File: config.mk
export PLATFORM = sky130hd
export DESIGN_NAME = napt_ctrl
export DESIGN_NICKNAME = d
export VERILOG_FILES = /design/src/design/napt_pkg.sv /design/src/design/napt_ctrl.sv
export SDC_FILE = /design/constraint.sdc
export NUM_CORES = 1
export LEC_CHECK = 0
export BUFFER_PORTS_ARGS = -buffer_cell sky130_fd_sc_hd__buf_2
export CORE_MARGIN = 2
export CORE_UTILIZATION = 35
export DETAILED_ROUTE_END_ITERATION = 8
export PLACE_DENSITY_LB_ADDON = 0.05
export SLEW_MARGIN = 10
export SYNTH_ARGS = -nofsm -noshare
export SYNTH_HDL_FRONTEND = slang
export SYNTH_SLANG_ARGS = --single-unit
File: constraint.sdc
create_clock -name clk -period 2.21 [get_ports clk]
set_clock_uncertainty 0.1 [all_clocks]
set_input_delay 0.3315 -clock clk [delete_from_list [all_inputs] [get_ports clk]]
set_output_delay 0.3315 -clock clk [all_outputs]
set_load 0.005 [all_outputs]
File: src/design/napt_pkg.sv
// Shared types and constants for the NAPT port translation table.
package napt_pkg;

  localparam int ENTRIES_DEF = 4096;
  localparam int NTAB = 3;
  localparam logic [15:0] PORT_BASE_RST = 16'd20000;

  localparam logic [1:0] ST_OK    = 2'd0;
  localparam logic [1:0] ST_UNSUP = 2'd1;
  localparam logic [1:0] ST_MISS  = 2'd2;
  localparam logic [1:0] ST_FULL  = 2'd3;

  localparam logic [1:0] PROTO_ICMP  = 2'd2;
  localparam logic [1:0] PROTO_UNSUP = 2'd3;

  localparam logic [2:0] RES_UNSUP   = 3'd0;
  localparam logic [2:0] RES_MISS    = 3'd1;
  localparam logic [2:0] RES_FULL    = 3'd2;
  localparam logic [2:0] RES_IN_HIT  = 3'd3;
  localparam logic [2:0] RES_OUT_HIT = 3'd4;
  localparam logic [2:0] RES_ALLOC   = 3'd5;

  localparam logic CFG_GLOBAL_IP = 1'b0;
  localparam logic CFG_PORT_BASE = 1'b1;

  typedef struct packed {
    logic        valid;
    logic [31:0] laddr;
    logic [15:0] lport;
    logic [15:0] gport;
    logic [31:0] gaddr;
  } ent_t;

  typedef struct packed {
    logic       load;
    logic       clr_wr;
    logic       scan_rd;
    logic       in_rd;
    logic       chk_en;
    logic       alloc_wr;
    logic       res_load;
    logic [2:0] res_sel;
    logic       post;
  } cmd_t;

  typedef struct packed {
    logic unsup;
    logic incoming;
    logic off_ok;
    logic hit;
    logic found;
    logic out_busy;
  } stat_t;

endpackage

File: src/design/napt_ctrl.sv
// Controller state machine: clearing pass, lookup, scan and allocation sequencing.
module napt_ctrl #(
  parameter int ENTRIES = napt_pkg::ENTRIES_DEF,
  parameter int ADDR_W = $clog2(napt_pkg::NTAB * ENTRIES)
) (
  input  logic                clk,
  input  logic                rst,
  input  logic                in_valid,
  output logic                in_ready,
  input  napt_pkg::stat_t     stat,
  output napt_pkg::cmd_t      cmd,
  output logic [ADDR_W-1:0]   cnt
);

  localparam logic [3:0] S_CLEAR  = 4'd0;
  localparam logic [3:0] S_IDLE   = 4'd1;
  localparam logic [3:0] S_DISP   = 4'd2;
  localparam logic [3:0] S_IN_RD  = 4'd3;
  localparam logic [3:0] S_IN_CHK = 4'd4;
  localparam logic [3:0] S_SCAN   = 4'd5;
  localparam logic [3:0] S_TAIL   = 4'd6;
  localparam logic [3:0] S_DECIDE = 4'd7;
  localparam logic [3:0] S_ALLOC  = 4'd8;
  localparam logic [3:0] S_DONE   = 4'd9;

  localparam logic [ADDR_W-1:0] CLR_LAST  = ADDR_W'(napt_pkg::NTAB * ENTRIES - 1);
  localparam logic [ADDR_W-1:0] SCAN_LAST = ADDR_W'(ENTRIES - 1);

  logic [3:0]        state, state_next;
  logic [ADDR_W-1:0] cnt_next;

  always_ff @(posedge clk) begin
    if (rst) begin
      state <= S_CLEAR;
      cnt   <= '0;
    end else begin
      state <= state_next;
      cnt   <= cnt_next;
    end
  end

  always_comb begin
    state_next = state;
    cnt_next   = cnt;
    cmd        = '0;
    in_ready   = 1'b0;
    unique case (state)
      S_CLEAR: begin
        cmd.clr_wr = 1'b1;
        cnt_next   = cnt + 1'b1;
        if (cnt == CLR_LAST) begin
          cnt_next   = '0;
          state_next = S_IDLE;
        end
      end
      S_IDLE: begin
        in_ready = 1'b1;
        if (in_valid) begin
          cmd.load   = 1'b1;
          state_next = S_DISP;
        end
      end
      S_DISP: begin
        cnt_next = '0;
        if (stat.unsup) begin
          cmd.res_load = 1'b1;
          cmd.res_sel  = napt_pkg::RES_UNSUP;
          state_next   = S_DONE;
        end else if (stat.incoming) begin
          if (stat.off_ok) begin
            state_next = S_IN_RD;
          end else begin
            cmd.res_load = 1'b1;
            cmd.res_sel  = napt_pkg::RES_MISS;
            state_next   = S_DONE;
          end
        end else begin
          state_next = S_SCAN;
        end
      end
      S_IN_RD: begin
        cmd.in_rd  = 1'b1;
        state_next = S_IN_CHK;
      end
      S_IN_CHK: begin
        cmd.res_load = 1'b1;
        cmd.res_sel  = stat.hit ? napt_pkg::RES_IN_HIT : napt_pkg::RES_MISS;
        state_next   = S_DONE;
      end
      S_SCAN: begin
        cmd.scan_rd = 1'b1;
        cmd.chk_en  = 1'b1;
        cnt_next    = cnt + 1'b1;
        if (stat.hit) begin
          cmd.res_load = 1'b1;
          cmd.res_sel  = napt_pkg::RES_OUT_HIT;
          state_next   = S_DONE;
        end else if (cnt == SCAN_LAST) begin
          state_next = S_TAIL;
        end
      end
      S_TAIL: begin
        cmd.chk_en = 1'b1;
        if (stat.hit) begin
          cmd.res_load = 1'b1;
          cmd.res_sel  = napt_pkg::RES_OUT_HIT;
          state_next   = S_DONE;
        end else begin
          state_next = S_DECIDE;
        end
      end
      S_DECIDE: begin
        if (stat.found) begin
          state_next = S_ALLOC;
        end else begin
          cmd.res_load = 1'b1;
          cmd.res_sel  = napt_pkg::RES_FULL;
          state_next   = S_DONE;
        end
      end
      S_ALLOC: begin
        cmd.alloc_wr = 1'b1;
        cmd.res_load = 1'b1;
        cmd.res_sel  = napt_pkg::RES_ALLOC;
        state_next   = S_DONE;
      end
      S_DONE: begin
        if (!stat.out_busy) begin
          cmd.post   = 1'b1;
          state_next = S_IDLE;
        end
      end
      default: begin
        state_next = S_IDLE;
      end
    endcase
  end

endmodule

==> Yosys cells after proc, flatten, opt, wreduce, memory -nomap -nowiden <==
Cells that the tools add are included.
{ "classes": {"addsub": 1, "mul": 0, "div_mod_pow": 0, "magnitude_cmp": 0, "n_eq_ne": 15, "n_shift": 0, "n_mux": 30, "n_bitwise": 0, "reduce_logical": 5} }
{ "op_table": {"columns": ["op", "count"], "rows": [
  ["2-to-1 mux 4 bit", 14],
  ["case mux 14 bit (3 select lines)", 1],
  ["case mux 4 bit (9 select lines)", 1],
  ["case mux 4 bit (5 select lines)", 1],
  ["== test 4 x 3 -> 1 bit (second input constant)", 4],
  ["adder 14 x 1 -> 14 bit (second input constant)", 1],
  ["== test 14 x 12 -> 1 bit (second input constant)", 1],
  ["== test 14 bit (second input constant)", 1],
  ["2-to-1 mux 14 bit", 1],
  ["2-to-1 mux 1 bit", 11],
  ["== test 4 x 2 -> 1 bit (second input constant)", 2],
  ["== test 4 bit (second input constant)", 2],
  ["inequality test 2 bit (second input constant)", 3],
  ["== test 4 x 1 -> 1 bit (second input constant)", 1],
  ["logical NOT 4 bit", 1],
  ["AND reduction 4 bit", 1],
  ["OR reduction 2 bit", 2],
  ["inequality test 3 bit (second input constant)", 1],
  ["nonzero test 3 bit", 1],
  ["2-to-1 mux 2 bit", 1]
]} }
{ "word_totals": {"ff_bits": 18, "latch_bits": 0, "ram_bits": 0, "rom_bits": 0, "inputBits": 9, "output_inout_bits": 26, "memories": 0} }

==> Logic depth before layout (Yosys ltp) <==
Gate-level depths: netlist (run 1).
{ "logic_depth": {"word_depth": 4, "mapped_depth": 7} }

==> Least setup slack after synthesis (run 1) <==
Ideal clock, no wire load.
{ "synth_timing": {"path_type": "register to register", "from": "reg cnt[0]", "to": "reg state[0]", "setup_ns": 0.125, "t_arrival_ns": 1.744, "t_required_ns": 1.985, "setup_slack_ns": 0.241, "path_stages_with_launch": 7, "n_path_buf": 0, "period_less_slack_ns": 1.969, "path_cell_list": "dfxtp_1 ha_1 nand4_2 or3_4 nor4_2 nor4_1 o41a_1"} }
{ "synth_between": {"elab_chain_cells": 3} }
{ "synth_lines": {"columns": ["item", "line", "text"], "rows": [
  ["start, declared", "napt_ctrl.sv:12", "output logic [ADDR_W-1:0] cnt"],
  ["start signal, assigned", "napt_ctrl.sv:38", "cnt <= cnt_next;"],
  ["== test 14 x 12 -> 1 bit / == test 14 bit (equally long branches)", "napt_ctrl.sv:98, napt_ctrl.sv:51", null],
  ["inequality test 3 bit (no line) / inequality test 2 bit (equally long branches)", null, null],
  ["AND reduction 4 bit (no line) (*)", null, null],
  ["end signal, assigned", "napt_ctrl.sv:37", "state <= state_next;"],
  ["end, declared", "napt_ctrl.sv:29", "logic [3:0] state, state_next;"]
]} }
Every way passes the cells marked *; elsewhere a longest branch is shown, timed or not.
A chain may end at the register's enable or synchronous reset.

==> results of run 1 <==
## sequential cells by signal, indices dropped and copies added, names as in the netlist
signal,cells
cnt,14
state,4
## logic make-up (layout without fill, tap and decap cells)
kind of cell	after synthesis	after routing
buffers and inverters	16	57
adders and majority gates	1	1
AOI/OAI and AO/OA	40	40
xor gates and xnor gates	11	11
and+or+nand+nor	82	82
DFF	18	18
## Yosys cell counts, drive strengths merged
| cell | count | area, um^2 |
|---|---|---|
| dfxtp | 18 | 360 |
| and4b | 1 | 10.0 |
| o32ai | 1 | 8.76 |
| a211o | 1 | 8.76 |
| a21oi | 8 | 40.0 |
| nand2 | 11 | 41.3 |
| o22a | 1 | 8.76 |
| nand4 | 4 | 37.5 |
| and2 | 1 | 6.26 |
| clkbuf | 4 | 15.0 |
| and3 | 3 | 20.0 |
| nor2b | 4 | 25.0 |
| o31ai | 1 | 7.51 |
| nor4 | 4 | 31.3 |
| or3 | 1 | 11.3 |
| a2bb2oi | 1 | 8.76 |
| o2111ai | 1 | 15.0 |
| o41a | 1 | 11.3 |
| o211ai | 3 | 22.5 |
| xor2 | 3 | 26.3 |
| nor3 | 10 | 60.1 |
| buf | 6 | 31.3 |
| o221a | 1 | 11.3 |
| nand3 | 4 | 25.0 |
| o2111a | 1 | 11.3 |
| o21a | 1 | 7.51 |
| and4 | 1 | 8.76 |
| o22ai | 2 | 12.5 |
| a31oi | 3 | 18.8 |
| nor2 | 29 | 109 |
| a221oi | 1 | 8.76 |
| nand3b | 2 | 15.0 |
| nor4bb | 1 | 10.0 |
| nand2b | 6 | 37.5 |
| inv | 6 | 22.5 |
| xnor2 | 8 | 70.1 |
| o21ai | 12 | 60.1 |
| o21ba | 1 | 10.0 |
| ha | 1 | 12.5 |
## through the flow
| step | instances | power, uW | hold WS (ns) |
|---|---|---|---|
| 4_1_cts | 255 | 1070 | 0.163 |
| 5_1_grt | 255 | 1160 | 0.170 |
| 6_report | 255 | 1070 | 0.173 |
| 3_3_place_gp | 252 | 904 | 0.450 |
| 2_1_floorplan | 168 | 717 | 0.301 |
| 3_5_place_dp | 252 | 906 | 0.451 |
## power groups by stage
stage	sequential (uW)	combinational [uW]	clock [uW]
2_1_floorplan	395	322	0
4_1_cts	397	506	172
5_1_grt	407	567	190
3_3_place_gp	403	502	0
3_5_place_dp	405	501	0
6_report	400	508	162
## worst reg2reg max path, stage by stage, from the launching register on
cell and delay (ns):
dfxtp_1 0.35, ha_1 0.20, nand4_2 0.12, or3_4 0.36
nor4_2 0.26, nor4_1 0.11, o41a_1 0.39
## cell type report
type,count,area share [%]
Sequential cell,18,23.0
Timing Repair Buffer,48,17.5
Multi-Input combinational cell,134,53.1
Clock buffer,3,1.43
Inverter,6,1.43
Tap cell,46,3.65
## worst max-delay path by stage
stage             start        to  depth (start not counted)
3_3_place_gp     cnt[0]  state[0]                          6
3_5_place_dp     cnt[0]  state[0]                          6
2_1_floorplan    cnt[0]  state[0]                          6
5_1_grt        state[1]   cmd[10]                          6
4_1_cts        state[1]    cmd[1]                          5
6_report       state[1]   cmd[10]                          6
## metal layers
layer  routed length, um  vias to the layer above  GRT usage, %
met5                   0                        -             0
met4                  14                        0          3.26
met3                 185                        2          4.40
met2                1560                       34          26.2
met1                1770                      643          25.4
li1                    -                      683             -
## layout by cell type, fill, tap and decap left out, drive strengths merged, types with 2 or more instances in the layout
cell type  count
dfxtp         18
nor2          29
nor3          10
o22ai          2
nand2b         6
o211ai         3
buf           48
nor2b          4
nand3          4
xor2           3
nand4          4
clkbuf         3
nand2         11
a21oi          8
nor4           4
a31oi          3
xnor2          8
nand3b         2
o21ai         12
and3           3
inv            6
## what timing repair did
item                       in CTS  in global routing
setup buffers                   0                  0
resized for setup               0                  3
hold buffers                    0                  0
hold endpoints to repair        0                  0
setup endpoints to repair       0                  3
==> results.sh, run 1 <==
export IMPL_cts_buffer_depth=2
export IMPL_drv_slew=0
export IMPL_crit_buf_inv=3
export IMPL_die_w_um=63.9
export IMPL_multiInputGateArea_um2=836
export IMPL_swShare_pct=39.7
export IMPL_cts_buffers=3
export IMPL_max_slew_margin_rel_pct=54.2
export IMPL_power_frac_comb_pct=47.4
export IMPL_slowest_stage="dfxtp_1"
export IMPL_synthAdderAreaFrac_pct=0.995
export IMPL_clk_pin_slew_ns=0.10
export IMPL_clock_sinks=18
export IMPL_avgSynthCellArea_um2=7.48
export IMPL_wl_um=3520
export IMPL_synth_distinct_cells=47
export IMPL_vdd_drop_max_v=0.000376
export IMPL_powerDensity_mw_per_mm2=680
export IMPL_area_growth_pct=25.3
export IMPL_r2r_slack_ns=0.21
export IMPL_reg2reg_to="state[0]"
export IMPL_min_period_ns=2.06
export IMPL_dieArea_mm2=0.00409
export IMPL_fill_cells=342
export IMPL_grt_max_degree=14
export IMPL_cap_viol_max_count=0
export IMPL_cpPeakStageDelay_ns=0.48
export IMPL_intPower_uw=645
export IMPL_outcome="complete, no violations"
export IMPL_synth_area_mm2=0.00126
export IMPL_synth_fp_nets=178
export IMPL_antenna_left=0
export IMPL_dpl_cell_area_mm2=0.00154
export IMPL_antenna_found_initial=0
export IMPL_rows=21
export IMPL_leakagePower_uw=0.000663
export IMPL_cp_top_family="flip-flops"
export IMPL_cp_start_kind="register"
export IMPL_finalNetCount=221
export IMPL_dpl_worst_slack_ns=0.231
export IMPL_drt_iter0_markers=84
export IMPL_finalSetupViolCount=0
export IMPL_port_buffers=34
export IMPL_worstPathCellList="buf_4 > inv_1 > nand2_1 > nor3_1 > and2_1 > buf_2"
export IMPL_ios=35
export IMPL_cp_arrival_ns=1.63
export IMPL_worstSkewPairLatency_ns=0.29
export IMPL_fin_tns_setup_ns=0
export IMPL_vias_per_cell=5.34
export IMPL_switchingPower_uw=425
export IMPL_tightestPinTransition_ns=0.681
export IMPL_grt_ovfl_total=0
export IMPL_synth_compound_area_share_pct=21.6
export IMPL_finalHoldViolCount=0
export IMPL_ff2ff_path_depth=6
export IMPL_crit_fanout=13
export IMPL_via_count=1362
export IMPL_rsz0062_at_grt="false"
export IMPL_yosysWarningCount=0
export IMPL_cts_tree="built"
export IMPL_initial_core_util_pct=37.1
export IMPL_syn_inst=168
export IMPL_wire_per_inst_um=13.8
export IMPL_fin_area_mm2=0.00158
export IMPL_diodes=0
export IMPL_r2r_start="cnt[0]"
export IMPL_power_share_sequential_pct=37.4
export IMPL_ys_ff_latch=18
export IMPL_cts_root_buf="clkbuf_4"
export IMPL_detail_route_drc_violations=0
export IMPL_yosys_area_share_xor_xnor_pct=7.66
export IMPL_post_route_period_util_pct=93.2
export IMPL_firstDrtPassIters=4
export IMPL_max_freq_mhz=486
export IMPL_path_class="register to primary output"
export IMPL_synthSimpleGateAreaFrac_pct=35.6
export IMPL_die_height_um=63.9
export IMPL_worstHoldStart="rst"
export IMPL_fin_ws_ns=0.151
export IMPL_grt_pass1_vias=1204
export IMPL_worst_setup_path_end_kind="primary output"
export IMPL_synth_top_family_by_area="simple AND/OR/NAND/NOR gates"
export IMPL_hold_path_class="input port to register"
export IMPL_pwr_share_clk_pct=15.2
export IMPL_holdPathStages=2
export IMPL_grt_pass1_wl_um=5720
export IMPL_grt_usage_pct=17.5
export IMPL_utilization_pct=46.5
export IMPL_gp_congestion=0.875
export IMPL_cp_required_ns=1.78
export IMPL_htreeDepth=1
export IMPL_design_core_area_mm2=0.00339
export IMPL_synth_mux_area_share_pct=0
export IMPL_holdPathEnd="cnt[1]"
export IMPL_synth_seq_area_share_pct=28.7
export IMPL_place_hpwl_um=2710
export IMPL_drive_gt1_share_pct=31.1
export IMPL_final_seq_area_um2=362
No activity file was read; power rests on OpenSTA's default activity.
==> run 2, diff against run 1 <==
- SKIP_LAST_GASP: unset -> 1
- clock period: 2.21 -> 2.2 ns (I/O delays scaled with it)
==> run 2 against run 1 <==
  * Critical path depth unchanged
  * Clock-buffer cell count unchanged
  * Global-route usage decreased by 0.50 points
  * Power increased by 0.20%
  * Largest cell class unchanged
==> results.sh, run 2 (synthesized netlist as in run 1, its figures left out) <==
export IMPL_outcome="complete, no violations"
export IMPL_leakagePower_uw=0.000654
export IMPL_die_w_um=63.9
export IMPL_min_period_ns=2.02
export IMPL_wl_um=3370
export IMPL_max_slew_margin_rel_pct=52.7
export IMPL_grt_pass1_wl_um=5620
export IMPL_initial_core_util_pct=37.1
export IMPL_cp_num_cells=6
export IMPL_crit_buf_inv=0
export IMPL_top_regs="cnt (14), state (4)"
export IMPL_finalSetupViolCount=0
export IMPL_tightestPinTransition_ns=0.704
export IMPL_crit_fanout=3
export IMPL_grt_usage_pct=17.0
export IMPL_clock_sinks=18
export IMPL_grt_max_degree=14
export IMPL_port_buffers=34
export IMPL_die_height_um=63.9
export IMPL_power_share_sequential_pct=37.7
export IMPL_worstSkewPairLatency_ns=0.29
export IMPL_cts_buffers=3
export IMPL_worst_setup_path_end_kind="register"
export IMPL_power_frac_comb_pct=46.7
export IMPL_drv_slew=0
export IMPL_design_core_area_mm2=0.00339
export IMPL_swShare_pct=39.7
export IMPL_largest_reg_flops=14
export IMPL_antenna_found_initial=0
export IMPL_grt_ovfl_total=0
export IMPL_post_cts_setup_buffers=0
export IMPL_powerDensity_mw_per_mm2=687
export IMPL_drive_gt1_share_pct=31.4
export IMPL_grt_pass1_vias=1145
export IMPL_switchingPower_uw=426
export IMPL_wire_per_inst_um=13.3
export IMPL_rsz0062_at_grt="false"
export IMPL_regMostFlops="cnt"
export IMPL_max_freq_mhz=496
export IMPL_hold_path_class="input port to register"
export IMPL_fin_tns_setup_ns=0
export IMPL_path_class="register to register"
export IMPL_place_hpwl_um=2540
export IMPL_post_route_period_util_pct=91.7
export IMPL_cap_viol_max_count=0
export IMPL_dieArea_mm2=0.00409
export IMPL_clk_pin_slew_ns=0.10
export IMPL_rows=21
export IMPL_pwr_share_clk_pct=15.6
export IMPL_intPower_uw=647
export IMPL_final_common_cell="buf_2"
export IMPL_ios=35
export IMPL_finalHoldViolCount=0
export IMPL_detail_route_drc_violations=0
export IMPL_antenna_left=0
export IMPL_utilization_pct=46.1
export IMPL_diodes=0
export IMPL_vias_per_cell=5.46
export IMPL_drt_iter0_markers=74
export IMPL_cp_arrival_ns=2.10
export IMPL_finalNetCount=219
export IMPL_gp_congestion=0.842
export IMPL_final_cell_mix="buf_2, nor2_1, dfxtp_1, buf_4"
export IMPL_worstPathCellList="ha_1 > nand4_2 > or3_4 > nor4_2 > nor4_1 > o41a_1"
export IMPL_via_count=1382
export IMPL_firstDrtPassIters=4
export IMPL_cts_buffer_depth=2
export IMPL_ff2ff_path_depth=6
export IMPL_area_growth_pct=24.2
export IMPL_cts_root_buf="clkbuf_4"
export IMPL_vdd_drop_max_v=0.000378
export IMPL_slowest_stage="o41a_1"
export IMPL_cp_required_ns=2.28
export IMPL_cpPeakStageDelay_ns=0.38
export IMPL_cts_tree="built"
export IMPL_cp_top_family="simple AND/OR/NAND/NOR gates"
export IMPL_holdPathStages=2
export IMPL_htreeDepth=1
export IMPL_cp_start_kind="register"
==> run 2: changes by cell type in the layout (fill, tap and decap cells not counted) <==
| cell | delta |
|---|---|
| dfxtp_1 | -3 |
| dfxtp_2 | +3 |
| buf_4 | -2 |
| nand2_1 | +1 |
| nand2_2 | -1 |
==> run 2: routing by layer <==
metal	vias up	wire length [um]	track usage, %
met4	0	14	2.45
li1	687	-	-
met5	-	0	0
met2	36	1430	24.1
met1	657	1760	25.8
met3	2	156	4.58
==> run 2: cell type report <==
| cell class | count | area, um^2 |
|---|---|---|
| Timing Repair Buffer | 46 | 260 |
| Inverter | 6 | 22.5 |
| Clock buffer | 3 | 22.5 |
| Multi-Input combinational cell | 134 | 833 |
| Tap cell | 46 | 57.6 |
| Sequential cell | 18 | 365 |
| Fill cell | 335 | 1830 |
==> run 2: power by group through the flow <==
stage	Sequential (uW)	Clock (uW)	Combinational (uW)
2_1_floorplan	397	0	323
3_3_place_gp	407	0	500
3_5_place_dp	407	0	494
4_1_cts	400	172	500
5_1_grt	413	187	564
6_report	404	167	501
==> run 2: path summary, 6_finish.rpt <==
check | from | endpoint | slack (ns)
hold / removal | rst | cnt[1] | 0.17
setup reg to reg | cnt[0] | state[0] | 0.18
setup / recovery | cnt[0] | state[0] | 0.18
hold reg to reg | cnt[6] | cnt[6] | 0.47
==> run 2: per-stage QoR <==
step | power, uW | setup WS (ns) | cells | area (um^2) | hold WS, ns
finish | 1070 | 0.182 | 253 | 1560 | 0.167
global route | 1160 | 0.0129 | 253 | 1560 | 0.146
CTS | 1070 | 0.0623 | 253 | 1550 | 0.150
detailed placement | 901 | 0.197 | 250 | 1530 | 0.457
global placement | 907 | 0.186 | 250 | 1530 | 0.456
floorplan | 720 | 0.231 | 168 | 1260 | 0.299
==> run 2: repair_timing <==
item / in CTS / in global routing
hold buffers: 0 / 0
setup endpoints to repair: 0 / 4
resized for setup: 0 / 5
